### src/hw/rtl/addressable_led_frame_driver_macros.svh
// Assertion macros for the addressable LED frame driver.
// Included by the top level; no other dependencies.
`ifndef ADDRESSABLE_LED_FRAME_DRIVER_MACROS_SVH
`define ADDRESSABLE_LED_FRAME_DRIVER_MACROS_SVH
`ifndef SYNTHESIS
// Checked while out of reset
`define ALFD_ASSERT(label, clk, rst_n, prop, msg) \
  label: assert property (@(posedge clk) disable iff (!rst_n) prop) else $error(msg);
// Checked at every edge, reset included
`define ALFD_ASSERT_ALWAYS(label, clk, prop, msg) \
  label: assert property (@(posedge clk) prop) else $error(msg);
`else
`define ALFD_ASSERT(label, clk, rst_n, prop, msg)
`define ALFD_ASSERT_ALWAYS(label, clk, prop, msg)
`endif
`endif

### src/hw/rtl/aled_pkg.sv
// Shared types and constants for the addressable LED frame driver.
// No dependencies.
package aled_pkg;

  // Input command codes
  localparam logic [2:0] CMD_WRITE = 3'd0;
  localparam logic [2:0] CMD_BAR   = 3'd1;
  localparam logic [2:0] CMD_MOVE  = 3'd2;
  localparam logic [2:0] CMD_CLEAR = 3'd3;
  localparam logic [2:0] CMD_SEND  = 3'd4;

  // Decoded operation codes, front to back
  localparam logic [2:0] OP_NOP   = 3'd0;
  localparam logic [2:0] OP_WRITE = 3'd1;
  localparam logic [2:0] OP_BAR   = 3'd2;
  localparam logic [2:0] OP_MOVE  = 3'd3;
  localparam logic [2:0] OP_CLEAR = 3'd4;
  localparam logic [2:0] OP_SEND  = 3'd5;

  // Result status codes
  localparam logic [1:0] STATUS_OK        = 2'd0;
  localparam logic [1:0] STATUS_IDX_RANGE = 2'd1;
  localparam logic [1:0] STATUS_PCT_RANGE = 2'd2;

  // Configuration register indexes and reset values
  localparam logic CFG_ONE_PATTERN  = 1'b0;
  localparam logic CFG_ZERO_PATTERN = 1'b1;
  localparam logic [7:0] ONE_PATTERN_RST  = 8'hF8;
  localparam logic [7:0] ZERO_PATTERN_RST = 8'hE0;

  // Bargraph limit and reciprocal scaling shift
  localparam logic [7:0] PCT_MAX   = 8'd100;
  localparam int         BAR_SHIFT = 14;

  // Last bit of one pixel in the serial stream (24 bits, GRB)
  localparam logic [4:0] PIX_BIT_LAST = 5'd23;

  typedef struct packed {
    logic [2:0] op;
    logic [1:0] status;
    logic [7:0] led;
    logic [7:0] full;
    logic       half;
    logic [7:0] red;
    logic [7:0] green;
    logic [7:0] blue;
  } op_t;

  typedef struct packed {
    logic [1:0] status;
    logic [7:0] pulse_byte;
    logic       byte_valid;
    logic       frame_last;
  } res_t;

  // Number of LEDs a bargraph writes: whole ones plus an optional half one
  function automatic logic [7:0] bar_len(input op_t o);
    bar_len = o.full + {7'd0, o.half};
  endfunction

endpackage

### src/hw/rtl/aled_fifo.sv
// Small synchronous queue used between front and back and on the result side.
// No package dependencies.
module aled_fifo #(
  parameter int WIDTH = 8,
  parameter int AW    = 1
) (
  input  logic             clk,
  input  logic             rst_n,
  input  logic             push,
  input  logic [WIDTH-1:0] wdata,
  output logic             full,
  input  logic             pop,
  output logic [WIDTH-1:0] rdata,
  output logic             empty
);
  localparam int DEPTH = 1 << AW;

  logic [WIDTH-1:0] mem_r [DEPTH];
  logic [AW-1:0]    wr_ptr_r;
  logic [AW-1:0]    rd_ptr_r;
  logic [AW:0]      cnt_r;
  logic             do_push;
  logic             do_pop;

  assign full    = (cnt_r == (AW+1)'(DEPTH));
  assign empty   = (cnt_r == '0);
  assign do_push = push && !full;
  assign do_pop  = pop && !empty;
  assign rdata   = mem_r[rd_ptr_r];

  // Storage
  always_ff @(posedge clk) begin
    if (do_push) begin
      mem_r[wr_ptr_r] <= wdata;
    end
  end

  // Pointers and fill count
  always_ff @(posedge clk) begin
    if (!rst_n) begin
      wr_ptr_r <= '0;
      rd_ptr_r <= '0;
      cnt_r    <= '0;
    end else begin
      if (do_push) begin
        wr_ptr_r <= wr_ptr_r + 1'b1;
      end
      if (do_pop) begin
        rd_ptr_r <= rd_ptr_r + 1'b1;
      end
      if (do_push && !do_pop) begin
        cnt_r <= cnt_r + 1'b1;
      end else if (do_pop && !do_push) begin
        cnt_r <= cnt_r - 1'b1;
      end
    end
  end

endmodule

### src/hw/rtl/aled_front.sv
// Front end: accepts items, checks ranges and decodes them into operations.
// Depends on aled_pkg.
module aled_front import aled_pkg::*; #(
  parameter int LED_COUNT = 8
) (
  input  logic       in_push,
  output logic       in_full,
  input  logic [2:0] in_cmd,
  input  logic [7:0] in_led_index,
  input  logic [7:0] in_percentage,
  input  logic [7:0] in_red,
  input  logic [7:0] in_green,
  input  logic [7:0] in_blue,
  input  logic       op_full,
  output logic       op_push,
  output op_t        op
);
  // points = 2*LED_COUNT*pct/100 as one multiply by a scaled reciprocal
  localparam logic [15:0] BAR_MUL =
    16'((((2 * LED_COUNT) << BAR_SHIFT) + 99) / 100);

  logic [23:0] bar_prod;
  logic [7:0]  points;

  assign in_full  = op_full;
  assign op_push  = in_push && !op_full;
  assign bar_prod = {16'd0, in_percentage} * {8'd0, BAR_MUL};
  assign points   = bar_prod[BAR_SHIFT +: 8];

  // Decode and range checks
  always_comb begin
    op        = '0;
    op.led    = in_led_index;
    op.full   = {1'b0, points[7:1]};
    op.half   = points[0];
    op.red    = in_red;
    op.green  = in_green;
    op.blue   = in_blue;
    op.op     = OP_NOP;
    op.status = STATUS_OK;
    case (in_cmd)
      CMD_WRITE: begin
        if (in_led_index < 8'(LED_COUNT)) begin
          op.op = OP_WRITE;
        end else begin
          op.status = STATUS_IDX_RANGE;
        end
      end
      CMD_BAR: begin
        if (in_percentage > PCT_MAX) begin
          op.status = STATUS_PCT_RANGE;
        end else begin
          op.op = OP_BAR;
        end
      end
      CMD_MOVE:  op.op = OP_MOVE;
      CMD_CLEAR: op.op = OP_CLEAR;
      CMD_SEND:  op.op = OP_SEND;
      default:   op.op = OP_NOP;
    endcase
  end

endmodule

### src/hw/rtl/aled_back.sv
// Back end: pixel memory, sequencer for store updates and the bit serializer.
// Depends on aled_pkg.
module aled_back import aled_pkg::*; #(
  parameter int LED_COUNT = 8
) (
  input  logic       clk,
  input  logic       rst_n,
  input  logic       cfg_we,
  input  logic       cfg_index,
  input  logic [7:0] cfg_data,
  input  op_t        op_in,
  input  logic       op_empty,
  output logic       op_pop,
  input  logic       res_full,
  output logic       res_push,
  output res_t       res
);
  localparam int IDX_W = (LED_COUNT > 1) ? $clog2(LED_COUNT) : 1;
  localparam logic [IDX_W-1:0] IDX_LAST = IDX_W'(LED_COUNT - 1);

  // Sequencer states
  localparam logic [1:0] S_IDLE     = 2'd0;
  localparam logic [1:0] S_MOVE_ON  = 2'd1;
  localparam logic [1:0] S_BAR_FILL = 2'd2;
  localparam logic [1:0] S_SEND_SEL = 2'd3;

  logic [1:0]       state_r, state_nxt;
  op_t              op_r, op_nxt;
  logic [IDX_W-1:0] cnt_r, cnt_nxt;
  logic [IDX_W-1:0] mov_pos_r, mov_pos_nxt;
  logic [IDX_W-1:0] send_led_r, send_led_nxt;
  logic [4:0]       send_bit_r, send_bit_nxt;
  logic [7:0]       one_pat_r;
  logic [7:0]       zero_pat_r;

  logic [23:0]          pix_mem [LED_COUNT];
  logic [LED_COUNT-1:0] valid_r;
  logic [23:0]          rd_data_r;
  logic                 rd_vld_r;

  logic             wr_en;
  logic [IDX_W-1:0] wr_addr;
  logic [23:0]      wr_data;
  logic             clr_all;
  logic             rd_en;
  logic [IDX_W-1:0] mov_prev;
  logic [IDX_W-1:0] mov_next;
  logic [23:0]      pix_sel;
  logic             pix_bit;
  logic [7:0]       cnt_ext;
  logic [7:0]       cnt_inc;

  assign mov_prev = (mov_pos_r == '0) ? IDX_LAST : mov_pos_r - 1'b1;
  assign mov_next = (mov_pos_r == IDX_LAST) ? '0 : mov_pos_r + 1'b1;
  assign pix_sel  = rd_vld_r ? rd_data_r : '0;
  assign pix_bit  = pix_sel[PIX_BIT_LAST - send_bit_r];
  assign cnt_ext  = 8'(cnt_r);
  assign cnt_inc  = cnt_ext + 8'd1;

  // Sequencer
  always_comb begin
    state_nxt    = state_r;
    op_nxt       = op_r;
    cnt_nxt      = cnt_r;
    mov_pos_nxt  = mov_pos_r;
    send_led_nxt = send_led_r;
    send_bit_nxt = send_bit_r;
    wr_en        = 1'b0;
    wr_addr      = cnt_r;
    wr_data      = '0;
    clr_all      = 1'b0;
    rd_en        = 1'b0;
    op_pop       = 1'b0;
    res_push     = 1'b0;
    res          = '0;
    case (state_r)
      S_IDLE: begin
        // A result slot is free before an item is started
        if (!op_empty && !res_full) begin
          op_pop     = 1'b1;
          op_nxt     = op_in;
          res.status = op_in.status;
          case (op_in.op)
            OP_WRITE: begin
              wr_en    = 1'b1;
              wr_addr  = op_in.led[IDX_W-1:0];
              wr_data  = {op_in.green, op_in.red, op_in.blue};
              res_push = 1'b1;
            end
            OP_CLEAR: begin
              clr_all  = 1'b1;
              res_push = 1'b1;
            end
            OP_MOVE: begin
              wr_en     = 1'b1;
              wr_addr   = mov_prev;
              state_nxt = S_MOVE_ON;
            end
            OP_BAR: begin
              clr_all = 1'b1;
              cnt_nxt = '0;
              if (bar_len(op_in) == 8'd0) begin
                res_push = 1'b1;
              end else begin
                state_nxt = S_BAR_FILL;
              end
            end
            OP_SEND: begin
              rd_en     = 1'b1;
              state_nxt = S_SEND_SEL;
            end
            default: res_push = 1'b1;
          endcase
        end
      end
      S_MOVE_ON: begin
        wr_en       = 1'b1;
        wr_addr     = mov_pos_r;
        wr_data     = {op_r.green, op_r.red, op_r.blue};
        mov_pos_nxt = mov_next;
        res_push    = 1'b1;
        state_nxt   = S_IDLE;
      end
      S_BAR_FILL: begin
        // Whole LEDs at full color, the odd half point at half color
        wr_en   = 1'b1;
        wr_addr = cnt_r;
        if (cnt_ext == op_r.full) begin
          wr_data = {1'b0, op_r.green[7:1], 1'b0, op_r.red[7:1], 1'b0, op_r.blue[7:1]};
        end else begin
          wr_data = {op_r.green, op_r.red, op_r.blue};
        end
        cnt_nxt = cnt_r + 1'b1;
        if (cnt_inc == bar_len(op_r)) begin
          res_push  = 1'b1;
          state_nxt = S_IDLE;
        end
      end
      S_SEND_SEL: begin
        res.pulse_byte = pix_bit ? one_pat_r : zero_pat_r;
        res.byte_valid = 1'b1;
        if (send_bit_r == PIX_BIT_LAST) begin
          send_bit_nxt = '0;
          if (send_led_r == IDX_LAST) begin
            res.frame_last = 1'b1;
            send_led_nxt   = '0;
          end else begin
            send_led_nxt = send_led_r + 1'b1;
          end
        end else begin
          send_bit_nxt = send_bit_r + 1'b1;
        end
        res_push  = 1'b1;
        state_nxt = S_IDLE;
      end
      default: state_nxt = S_IDLE;
    endcase
  end

  // Control registers
  always_ff @(posedge clk) begin
    if (!rst_n) begin
      state_r    <= S_IDLE;
      mov_pos_r  <= '0;
      send_led_r <= '0;
      send_bit_r <= '0;
    end else begin
      state_r    <= state_nxt;
      mov_pos_r  <= mov_pos_nxt;
      send_led_r <= send_led_nxt;
      send_bit_r <= send_bit_nxt;
    end
  end

  // Operation operands and bargraph counter
  always_ff @(posedge clk) begin
    op_r  <= op_nxt;
    cnt_r <= cnt_nxt;
  end

  // Configuration registers
  always_ff @(posedge clk) begin
    if (!rst_n) begin
      one_pat_r  <= ONE_PATTERN_RST;
      zero_pat_r <= ZERO_PATTERN_RST;
    end else if (cfg_we) begin
      case (cfg_index)
        CFG_ONE_PATTERN:  one_pat_r  <= cfg_data;
        CFG_ZERO_PATTERN: zero_pat_r <= cfg_data;
        default: ;
      endcase
    end
  end

  // Per-LED valid bits; an invalid entry reads as off
  always_ff @(posedge clk) begin
    if (!rst_n) begin
      valid_r <= '0;
    end else begin
      if (clr_all) begin
        valid_r <= '0;
      end
      if (wr_en) begin
        valid_r[wr_addr] <= 1'b1;
      end
    end
  end

  // Pixel memory: one write port, one registered read port
  always_ff @(posedge clk) begin
    if (wr_en) begin
      pix_mem[wr_addr] <= wr_data;
    end
    if (rd_en) begin
      rd_data_r <= pix_mem[send_led_r];
      rd_vld_r  <= valid_r[send_led_r];
    end
  end

endmodule

### src/hw/rtl/addressable_led_frame_driver.sv
// Top level of the addressable LED frame driver: front, queues and back end.
// Depends on aled_pkg, aled_fifo, aled_front, aled_back and the macros header.
//
//   channel  | ports                                     | handshake
//   ---------+-------------------------------------------+------------------------
//   input    | in_cmd, in_led_index, in_percentage, RGB  | in_push / in_full
//   result   | out_status, out_pulse_byte, out_byte_...  | out_pop / out_empty
//   config   | cfg_index, cfg_data                       | cfg_we, no wait
//
// An item passes the op queue, then the back-end sequencer: write, clear and errors
// finish in S_IDLE, moving point and next byte (memory read) go on to S_MOVE_ON or
// S_SEND_SEL, and a bargraph writes its full + half LEDs in S_BAR_FILL, at most LED_COUNT.
// Reset is synchronous and clears the pixel valid bits at once, no sweep.
// A full result queue holds the sequencer; the front keeps queueing items until the op queue is full.
`include "addressable_led_frame_driver_macros.svh"
module addressable_led_frame_driver import aled_pkg::*; #(
  parameter int LED_COUNT = 8
) (
  input  logic       clk,
  input  logic       rst_n,
  input  logic       in_push,
  output logic       in_full,
  input  logic [2:0] in_cmd,
  input  logic [7:0] in_led_index,
  input  logic [7:0] in_percentage,
  input  logic [7:0] in_red,
  input  logic [7:0] in_green,
  input  logic [7:0] in_blue,
  output logic       out_empty,
  input  logic       out_pop,
  output logic [1:0] out_status,
  output logic [7:0] out_pulse_byte,
  output logic       out_byte_valid,
  output logic       out_frame_last,
  input  logic       cfg_we,
  input  logic       cfg_index,
  input  logic [7:0] cfg_data
);
  op_t  op_wr;
  op_t  op_rd;
  logic op_push;
  logic op_full;
  logic op_empty;
  logic op_pop;
  res_t res_wr;
  res_t res_rd;
  logic res_push;
  logic res_full;

  // Decode
  aled_front #(.LED_COUNT(LED_COUNT)) u_front (
    .in_push      (in_push),
    .in_full      (in_full),
    .in_cmd       (in_cmd),
    .in_led_index (in_led_index),
    .in_percentage(in_percentage),
    .in_red       (in_red),
    .in_green     (in_green),
    .in_blue      (in_blue),
    .op_full      (op_full),
    .op_push      (op_push),
    .op           (op_wr)
  );

  // Operation queue between front and back
  aled_fifo #(.WIDTH($bits(op_t)), .AW(1)) u_op_q (
    .clk  (clk),
    .rst_n(rst_n),
    .push (op_push),
    .wdata(op_wr),
    .full (op_full),
    .pop  (op_pop),
    .rdata(op_rd),
    .empty(op_empty)
  );

  // Execution
  aled_back #(.LED_COUNT(LED_COUNT)) u_back (
    .clk      (clk),
    .rst_n    (rst_n),
    .cfg_we   (cfg_we),
    .cfg_index(cfg_index),
    .cfg_data (cfg_data),
    .op_in    (op_rd),
    .op_empty (op_empty),
    .op_pop   (op_pop),
    .res_full (res_full),
    .res_push (res_push),
    .res      (res_wr)
  );

  // Result queue
  aled_fifo #(.WIDTH($bits(res_t)), .AW(1)) u_res_q (
    .clk  (clk),
    .rst_n(rst_n),
    .push (res_push),
    .wdata(res_wr),
    .full (res_full),
    .pop  (out_pop),
    .rdata(res_rd),
    .empty(out_empty)
  );

  assign out_status     = res_rd.status;
  assign out_pulse_byte = res_rd.pulse_byte;
  assign out_byte_valid = res_rd.byte_valid;
  assign out_frame_last = res_rd.frame_last;

  // Checks
  `ALFD_ASSERT(a_op_pop_nonempty, clk, rst_n, op_pop |-> !op_empty, "op taken from empty queue")
  `ALFD_ASSERT(a_res_no_overflow, clk, rst_n, res_push |-> !res_full, "result pushed into full queue")
  `ALFD_ASSERT(a_start_has_room, clk, rst_n, op_pop |-> !res_full, "item started with no result slot")
  `ALFD_ASSERT_ALWAYS(a_reset_empty, clk, !rst_n |=> out_empty && !in_full, "queues not empty after reset")

endmodule

### config.mk
export PLATFORM = sky130hd
export DESIGN_NAME = addressable_led_frame_driver
export DESIGN_NICKNAME = d
export VERILOG_FILES = /design/src/hw/rtl/aled_pkg.sv /design/src/hw/rtl/aled_fifo.sv /design/src/hw/rtl/aled_front.sv /design/src/hw/rtl/aled_back.sv /design/src/hw/rtl/addressable_led_frame_driver.sv
export VERILOG_INCLUDE_DIRS = /design/src /design/src/hw/rtl
export SDC_FILE = /design/constraint.sdc
export NUM_CORES = 1
export LEC_CHECK = 0
export ABC_CLOCK_PERIOD_IN_PS = 10100
export BUFFER_PORTS_ARGS = -buffer_cell sky130_fd_sc_hd__buf_2
export CAP_MARGIN = 20
export CORE_MARGIN = 1.5
export CORE_UTILIZATION = 66
export DETAILED_ROUTE_END_ITERATION = 12
export PLACE_DENSITY = 0.92
export SLEW_MARGIN = 20
export SYNTH_ARGS = -nofsm -noshare
export SYNTH_HDL_FRONTEND = slang
export SYNTH_SLANG_ARGS = --single-unit
### constraint.sdc
create_clock -name clk -period 10.1 [get_ports clk]
set_clock_uncertainty 0.2 [all_clocks]
set_input_delay 2.02 -clock clk [delete_from_list [all_inputs] [get_ports clk]]
set_output_delay 2.02 -clock clk [all_outputs]
set_load 0.05 [all_outputs]
==> key figures, run 1 <==
Status
  – Status: finished clean

Finish
  – Antenna Cells: 0
  – Final core utilization: between 70% and 80%
  – Syn-to-layout area delta: 11.0%
  – Most frequent cells in the layout: edfxtp_1, ha_1, nor2_1, mux2_2, buf_2
  – Non-filler instance count after layout: 1,553
  – Most common cell after layout, fill and taps aside: edfxtp_1
  – Finished Cell Area: 19,500 sq um
  – Layout Nets: 1,340
  – FILL cells: approximately 1,300
  – Footprint of the multi-input gates: 5730 sq um
  – Fraction of layout cells with a size suffix above 1: 22.6%
  – Register area: 11,500 sq um

Die
  – Core area: 26,100 sq um
  – DIE AREA: roughly 28,000 sq um
  – Num rows: 59
  – Die X: 166 um
  – Initial Util: 67.2%
  – Die span in y: approximately 170 um
  – I/O pin count: 71

Timing
  – Post-Route Setup TNS: 0 ns
  – Final hold viol count: 0
  – Final Max Tran Viols: 0
  – RSZ-0062 raised after global routing: false
  – Slew margin rel.: 27.5%
  – Hold Slack: between 0.2 and 0.3 ns
  – Setup ws final: 4.26 ns
  – Worst-margin pin slew: 1.08 ns
  – Tmin final: 5.84 ns
  – Period Utilization, post-route: 57.8%
  – # setup viols final: 0
  – Achievable clock frequency: 171 MHz

Worst setup path
  – Crit. path cell count: 15
  – Worst R2R End: u_res_q.cnt_r[1]
  – Worst Setup SP: in_percentage[5]
  – CP Data Arrival Time: 5.90 ns
  – CP bufs+invs: 2
  – R2R setup slack: 5.96 ns
  – Reg2Reg Depth: 11
  – CP delay by family, top: adder cells
  – CP Capture Type: flop
  – Critical Path End: u_op_q.mem_r[1][26]
  – Crit path launch type: input port
  – CP Cell Sequence: buf_2 > fa_1 > xor2_1 > ha_1 > a21oi_1 > fa_1 > inv_1 > fa_1 > ha_1 > a21oi_1 > a21oi_1 > o21a_1 > o21ai_0 > nor2b_1 > xnor2_1
  – Crit-path slowest cell: fa_1
  – WS Path Type: in2reg
  – CP max FO: 8
  – Critical Path RT: 10.16 ns
  – Max incr delay on CP: 0.64 ns

Clock tree
  – CTS Buffer Depth: 3
  – Post-CTS Setup Inserts: 0
  – Post_cts resized: 0
  – CTS sink count: between 300 and 400
  – Later-pin clock latency in the skew report: between 0.5 and 0.6 ns
  – Clk root buf: clkbuf_16
  – CTS tree: built
  – CTS clk-pin slew, worst paths: 0.06 ns
  – Cts bufs inserted: 38
  – Hold-fix buffers, CTS: 0
  – H-tree Lvls: 2

Synth
  – Synth top area share: 60.0%
  – Seq cells post-synth: around 400
  – Sequential-to-total area share from yosys stat: 65.4%
  – Synth Area in Compound Gates: 4.99%
  – Main flop type after synthesis: edfxtp_1
  – Asr flop ratio synth: 0%
  – EDFF count, synth: 350
  – Synth area leader: edfxtp_1
  – Mux cell area share after synthesis: around 13%
  – Avg Cell Area, Syn: about 16 sq um
  – Post-Synth XOR/XNOR Area: between 1 and 1.5%
  – Warnings, synthesis: 0
  – Synth Net Count: approximately 1,300
  – Adder-Cell Fraction of Synth Area: 7.18%
  – Synth top area cells: edfxtp_1, mux4_2, dfxtp_1, ha_1, mux2_2
  – Post-synth design cell area: between 15,000 and 20,000 sq um
  – Simple-Gate Fraction of Synth Area: 6.14%
  – Post-Syn Instances: 1,122
  – Distinct cells, synth: 60
  – Largest family of logic cells by synthesized area: multiplexers

Pwr
  – Power Density: 265 nW/um^2
  – Net Sw Frac: 32.9%
  – Pint: 3.45 mW
  – Pleak: between 6 and 7 nW
  – Switching Power: 1.70 mW
  – Total Power: about 5 mW
  – Logic pwr share: 25.6%
  – Sequential power share: 47.7%
  – Clock power frac: 26.7%
  – Peak supply drop: about 0.24 mV

Routing
  – Starting DRC count in detailed routing: 1,458
  – TritonRoute pass-1 iters: 9
  – WL per Instance: 27.5 um
  – WL final: about 43,000 um
  – Drt drc: 0
  – DR vias/cell: 6.98
  – Post-route ant nets: 0
  – Detailed-route via count: 10,837

Placed design
  – Cell Area, Placed: 18,200 sq um
  – Final Wtd Congestion: 0.859
  – IO Port Bufs: 70
  – Detailed placement HPWL: 23,000 um
  – Cells after DPL: 1,485
  – Pre-CTS setup slack: 3.87 ns

GRT
  – Vias in the first global route: around 11,000
  – First-pass GRT wire length: 64,500 um
  – Total grt overflow: 0
  – Largest net degree at the start of global routing: 54
  – Gr usage total: 31.2%
  – Antenna violations before repair: 0

Hold path
  – Hold Crit Class: reg2reg

Run
  – Max-cap viol count: 0
[cells in the mapped netlist, types with 10 or more instances]
cell        n
nor2_1     80
mux2_2     71
fa_1       16
mux2i_1    16
nand2_1    64
a222oi_1   21
xor2_1     13
nand3_1    37
edfxtp_1  350
clkbuf_1   29
a21oi_1    32
o21ai_0    15
nand2b_1   10
buf_2      10
dfxtp_1    47
inv_1      64
mux4_2     55
xnor2_1    10
ha_1       75
nor3_1     10
[cell type report]
| class | instances | area share [%] |
|---|---|---|
| multi-input combinational | 614 | 29.4 |
| sequential | 397 | 58.9 |
| clock inverter | 16 | 0.701 |
| timing repair buffer | 77 | 2.24 |
| inverter | 64 | 1.23 |
| tap | 335 | 2.15 |
| clock buffer | 50 | 5.33 |
[worst min-delay path, cell delays in order (launching register included)]
cell and delay, ns:
dfxtp_1 0.31, nand2_1 0.05, a21oi_1 0.05
[how the worst min path moves through the flow]
| stage | start | end | slack [ns] | cells past startpoint |
|---|---|---|---|---|
| 2_1_floorplan | u_back.zero_pat_r[0] | u_back.zero_pat_r[0] | 0.24 | 2 |
| 3_3_place_gp | u_back.zero_pat_r[4] | u_back.zero_pat_r[4] | 0.24 | 2 |
| 3_5_place_dp | u_back.one_pat_r[2] | u_back.one_pat_r[2] | 0.25 | 2 |
| 4_1_cts | u_back.one_pat_r[2] | u_back.one_pat_r[2] | 0.26 | 2 |
| 5_1_grt | u_back.zero_pat_r[2] | u_back.zero_pat_r[2] | 0.28 | 2 |
| 6_report | u_back.one_pat_r[2] | u_back.one_pat_r[2] | 0.26 | 2 |
[power by group through the flow]
stage          Combinational (mW)  Sequential, mW  Clock [mW]
3_5_place_dp                 1.19            2.46           0
4_1_cts                      1.27            2.45        1.37
6_report                     1.32            2.46        1.37
5_1_grt                      1.39            2.47        1.44
2_1_floorplan               0.868            2.37           0
3_3_place_gp                 1.10            2.41           0
[metal layers]
layer | global-route usage, % | up-vias | routed length (um) | share of wire [%]
li1 | - | 4445 | - | -
met1 | 37.9 | 5236 | 14500 | 34
met2 | 52.9 | 936 | 21300 | 50
met3 | 6.77 | 220 | 4470 | 10
met4 | 15.9 | 0 | 2480 | 5.8
met5 | 0 | - | 0 | 0
[registers in the layout, indices dropped and copies added (netlist names), 3 cells and up, named ones only]
name and cells:
u_back.pix_mem 192, u_back.mov_pos_r 3, u_back.valid_r 8, u_back.one_pat_r 8
u_res_q.mem_r 24, u_back.cnt_r 3, u_back.send_bit_r 5, u_op_q.mem_r 76
u_back.op_r 30, u_back.zero_pat_r 8, u_back.rd_data_r 24, u_back.send_led_r 3
[logic make-up after synthesis]
logic type / Yosys count
multiplexers: 142
buffers and inverters: 111
AND/OR/NAND/NOR: 234
AO/OA/AOI/OAI: 123
flip-flops: 397
adder cells (fa/ha/maj): 91
XOR/XNOR: 24
Note: power is estimated with default switching activity, not from simulation.
==> run 2, diff against run 1 <==
--- a/config.mk
+++ b/config.mk
@@ -6,13 +6,14 @@
 export SDC_FILE = /design/constraint.sdc
 export NUM_CORES = 1
 export LEC_CHECK = 0
-export ABC_CLOCK_PERIOD_IN_PS = 10100
+export ABC_AREA = 1
+export ABC_CLOCK_PERIOD_IN_PS = 4850
 export BUFFER_PORTS_ARGS = -buffer_cell sky130_fd_sc_hd__buf_2
 export CAP_MARGIN = 20
 export CORE_MARGIN = 1.5
-export CORE_UTILIZATION = 66
+export CORE_UTILIZATION = 56
 export DETAILED_ROUTE_END_ITERATION = 12
-export PLACE_DENSITY = 0.92
+export PLACE_DENSITY = 0.84
 export SLEW_MARGIN = 20
 export SYNTH_ARGS = -nofsm -noshare
 export SYNTH_HDL_FRONTEND = slang
==> constraint.sdc (replaced) <==
create_clock -name clk -period 4.85 [get_ports clk]
set_clock_uncertainty 0.2 [all_clocks]
set_input_delay 0.97 -clock clk [delete_from_list [all_inputs] [get_ports clk]]
set_output_delay 0.97 -clock clk [all_outputs]
set_load 0.05 [all_outputs]
==> key figures, run 2 <==
Synth
  – Post-Syn Instances: 1,722
  – Post-synth design cell area: 18,300 sq um
  – Synth top area cells: edfxtp_1, nand2_1, nor2_1, dfxtp_1, ha_1
  – Seq cells post-synth: between 300 and 400
  – Sequential-to-total area share from yosys stat: between 60% and 70%
  – Avg Cell Area, Syn: between 10 and 15 sq um
  – Most frequent cell after synthesis: edfxtp_1
  – EDFF count, synth: 350
  – Main flop type after synthesis: edfxtp_1
  – Distinct cells, synth: 48
  – Synth Net Count: 1,870
  – Warnings, synthesis: 0
  – Synth top area share: 57.5%
  – Asr flop ratio synth: 0%
  – Post-synth top cells: edfxtp_1, nand2_1, nor2_1
  – Synth area leader: edfxtp_1

Clock tree
  – CTS sink count: between 300 and 400
  – Post-CTS Setup Inserts: 0
  – CTS clk-pin slew, worst paths: around 0.060 ns
  – CTS tree: built
  – Post_cts resized: 0
  – Later-pin clock latency in the skew report: ~0.53 ns
  – CTS Buffer Depth: 3
  – Clk root buf: clkbuf_16
  – Cts bufs inserted: 38
  – H-tree Lvls: 2
  – Hold-fix buffers, CTS: 0

GRT
  – Met2 Resource Use GR: 37.7%
  – Total grt overflow: 0
  – Gr usage total: 22.8%
  – Vias in the first global route: between 10,000 and 15,000
  – Met1 usage: 31.1%
  – Met3 Resource Use GR: under 10%
  – First-pass GRT wire length: 60,400 um
  – Largest net degree at the start of global routing: 103
  – Top Usage Layer GRT: met2
  – Antenna violations before repair: 0

Placed design
  – Final Wtd Congestion: ~0.83
  – Cells after DPL: 2,177
  – Pre-CTS setup slack: 0.111 ns
  – Detailed placement HPWL: 24,100 um
  – Cell Area, Placed: 19,000 sq um
  – IO Port Bufs: 70

Die
  – I/O pin count: 71
  – DIE AREA: 33,700 sq um
  – Die X: between 150 and 200 um
  – Core area: 31,800 sq um
  – Num rows: 65
  – Initial Util: 57.5%
  – Die span in y: 184 um

Status
  – Status: finished clean

Finish
  – Register area: 11,500 sq um
  – Most common cell after layout, fill and taps aside: edfxtp_1
  – Antenna Cells: 0
  – Final core utilization: 63.8%
  – Non-filler instance count after layout: 2,248
  – Footprint of the multi-input gates: about 6000 sq um
  – Fraction of layout cells with a size suffix above 1: 10.8%
  – Most frequent cells in the layout: edfxtp_1, nand2_1, nor2_1
  – Biggest regs: u_back.pix_mem x192, u_op_q.mem_r x76, u_back.op_r x30
  – Top reg by flops: u_back.pix_mem
  – Max FFs per register: 192
  – Finished Cell Area: 20,300 sq um
  – FILL cells: 2,340
  – Syn-to-layout area delta: 11.0%
  – Layout Nets: between 1,500 and 2,000

Pwr
  – Peak supply drop: 0.333 mV
  – Net Sw Frac: 33.8%
  – Logic pwr share: between 20% and 30%
  – Switching Power: 3.81 mW
  – Sequential power share: 46.5%
  – Pint: between 7 and 8 mW
  – Power Density: 556 nW/um^2
  – Clock power frac: 25.2%
  – Pleak: 8.13 nW

Routing
  – Detailed-route via count: about 13,000
  – Starting DRC count in detailed routing: 1,461
  – TritonRoute pass-1 iters: 5
  – DR vias/cell: 5.58
  – WL per Instance: 16.9 um
  – WL final: 37,900 um
  – Drt drc: 0
  – Post-route ant nets: 0

Timing
  – Post-Route Setup TNS: 0 ns
  – Period Utilization, post-route: between 80% and 90%
  – Slew margin rel.: 38.2%
  – Setup ws final: 0.601 ns
  – Final hold viol count: 0
  – Tmin final: approximately 4.2 ns
  – Worst-margin pin slew: just over 0.9 ns
  – RSZ-0062 raised after global routing: false
  – # setup viols final: 0
  – Final Max Tran Viols: 0
  – Achievable clock frequency: 235 MHz

Worst setup path
  – WS Path Type: in2reg
  – CP Capture Type: flop
  – Worst R2R End: u_res_q.mem_r[0][6]
  – Crit path launch type: input port
  – Reg2Reg Depth: 14
  – Critical Path RT: 4.93 ns
  – CP Data Arrival Time: 4.33 ns
  – Worst Setup SP: in_percentage[5]
  – CP max FO: 4
  – Critical Path End: u_op_q.mem_r[0][28]
  – R2R setup slack: 1.41 ns

Run
  – Max-cap viol count: 0

Hold path
  – Hold Crit Class: reg2reg
==> run 2: area by class of cell <==
cell class | count | share of cell area (%)
sequential | 397 | 56.5
multi-input combinational | 1086 | 29.1
clock buffer | 51 | 5.13
inverter | 170 | 3.15
timing repair buffer | 91 | 2.75
tap | 435 | 2.68
clock inverter | 18 | 0.747
==> run 2: routing by layer <==
layer	vias to the layer above	part of all wire (%)
met3	77	8.4
li1	6014	-
met2	558	48
met5	-	0
met1	5904	41
met4	0	2.5
==> run 2: critical path, cell delays in order <==
cell	delay, ns
buf_2	0.11
fa_1	0.62
xor2_1	0.21
ha_1	0.17
a21oi_1	0.05
fa_1	0.48
inv_1	0.05
fa_1	0.42
ha_1	0.32
a21oi_1	0.20
o21ai_0	0.15
a221oi_1	0.35
nand2_1	0.08
nand2_1	0.07
nand2_1	0.07
==> run 2: worst min-delay path by stage <==
stage                        startpoint                  end  cells after the start
floorplan           u_back.one_pat_r[0]  u_back.one_pat_r[0]                      2
global placement    u_back.one_pat_r[2]  u_back.one_pat_r[2]                      2
detailed placement  u_back.one_pat_r[2]  u_back.one_pat_r[2]                      2
CTS                 u_back.one_pat_r[2]  u_back.one_pat_r[2]                      2
global route        u_back.one_pat_r[2]  u_back.one_pat_r[2]                      2
finish              u_back.one_pat_r[2]  u_back.one_pat_r[2]                      2
==> run 2: cell families (layout without fill, tap and decap cells) <==
family / count (synthesis) / in the layout / synth area share, %
flops: 397 / 397 / 62.7
fa+ha+maj: 91 / 91 / 6.89
buf+inv: 239 / 330 / 5.20
mux: 12 / 12 / 0.740
simple gates: 673 / 673 / 14.9
xor+xnor: 8 / 8 / 0.383
compound gates: 302 / 302 / 9.18
==> run 2: stage by stage <==
| step | hold slack, ns | total power, mW |
|---|---|---|
| final | 0.256 | 11.3 |
| after global routing | 0.283 | 11.9 |
| after CTS | 0.258 | 11.3 |
| after detailed placement | 0.249 | 8.44 |
| after global placement | 0.241 | 8.27 |
| after floorplan | 0.230 | 7.53 |
==> run 2: power by group through the flow <==
stage          Clock, mW  Combinational, mW  Sequential, mW
3_3_place_gp           0               3.00            5.26
6_report            2.85               3.19            5.25
2_1_floorplan          0               2.31            5.22
3_5_place_dp           0               3.12            5.31
5_1_grt             3.01               3.56            5.32
4_1_cts             2.87               3.15            5.25
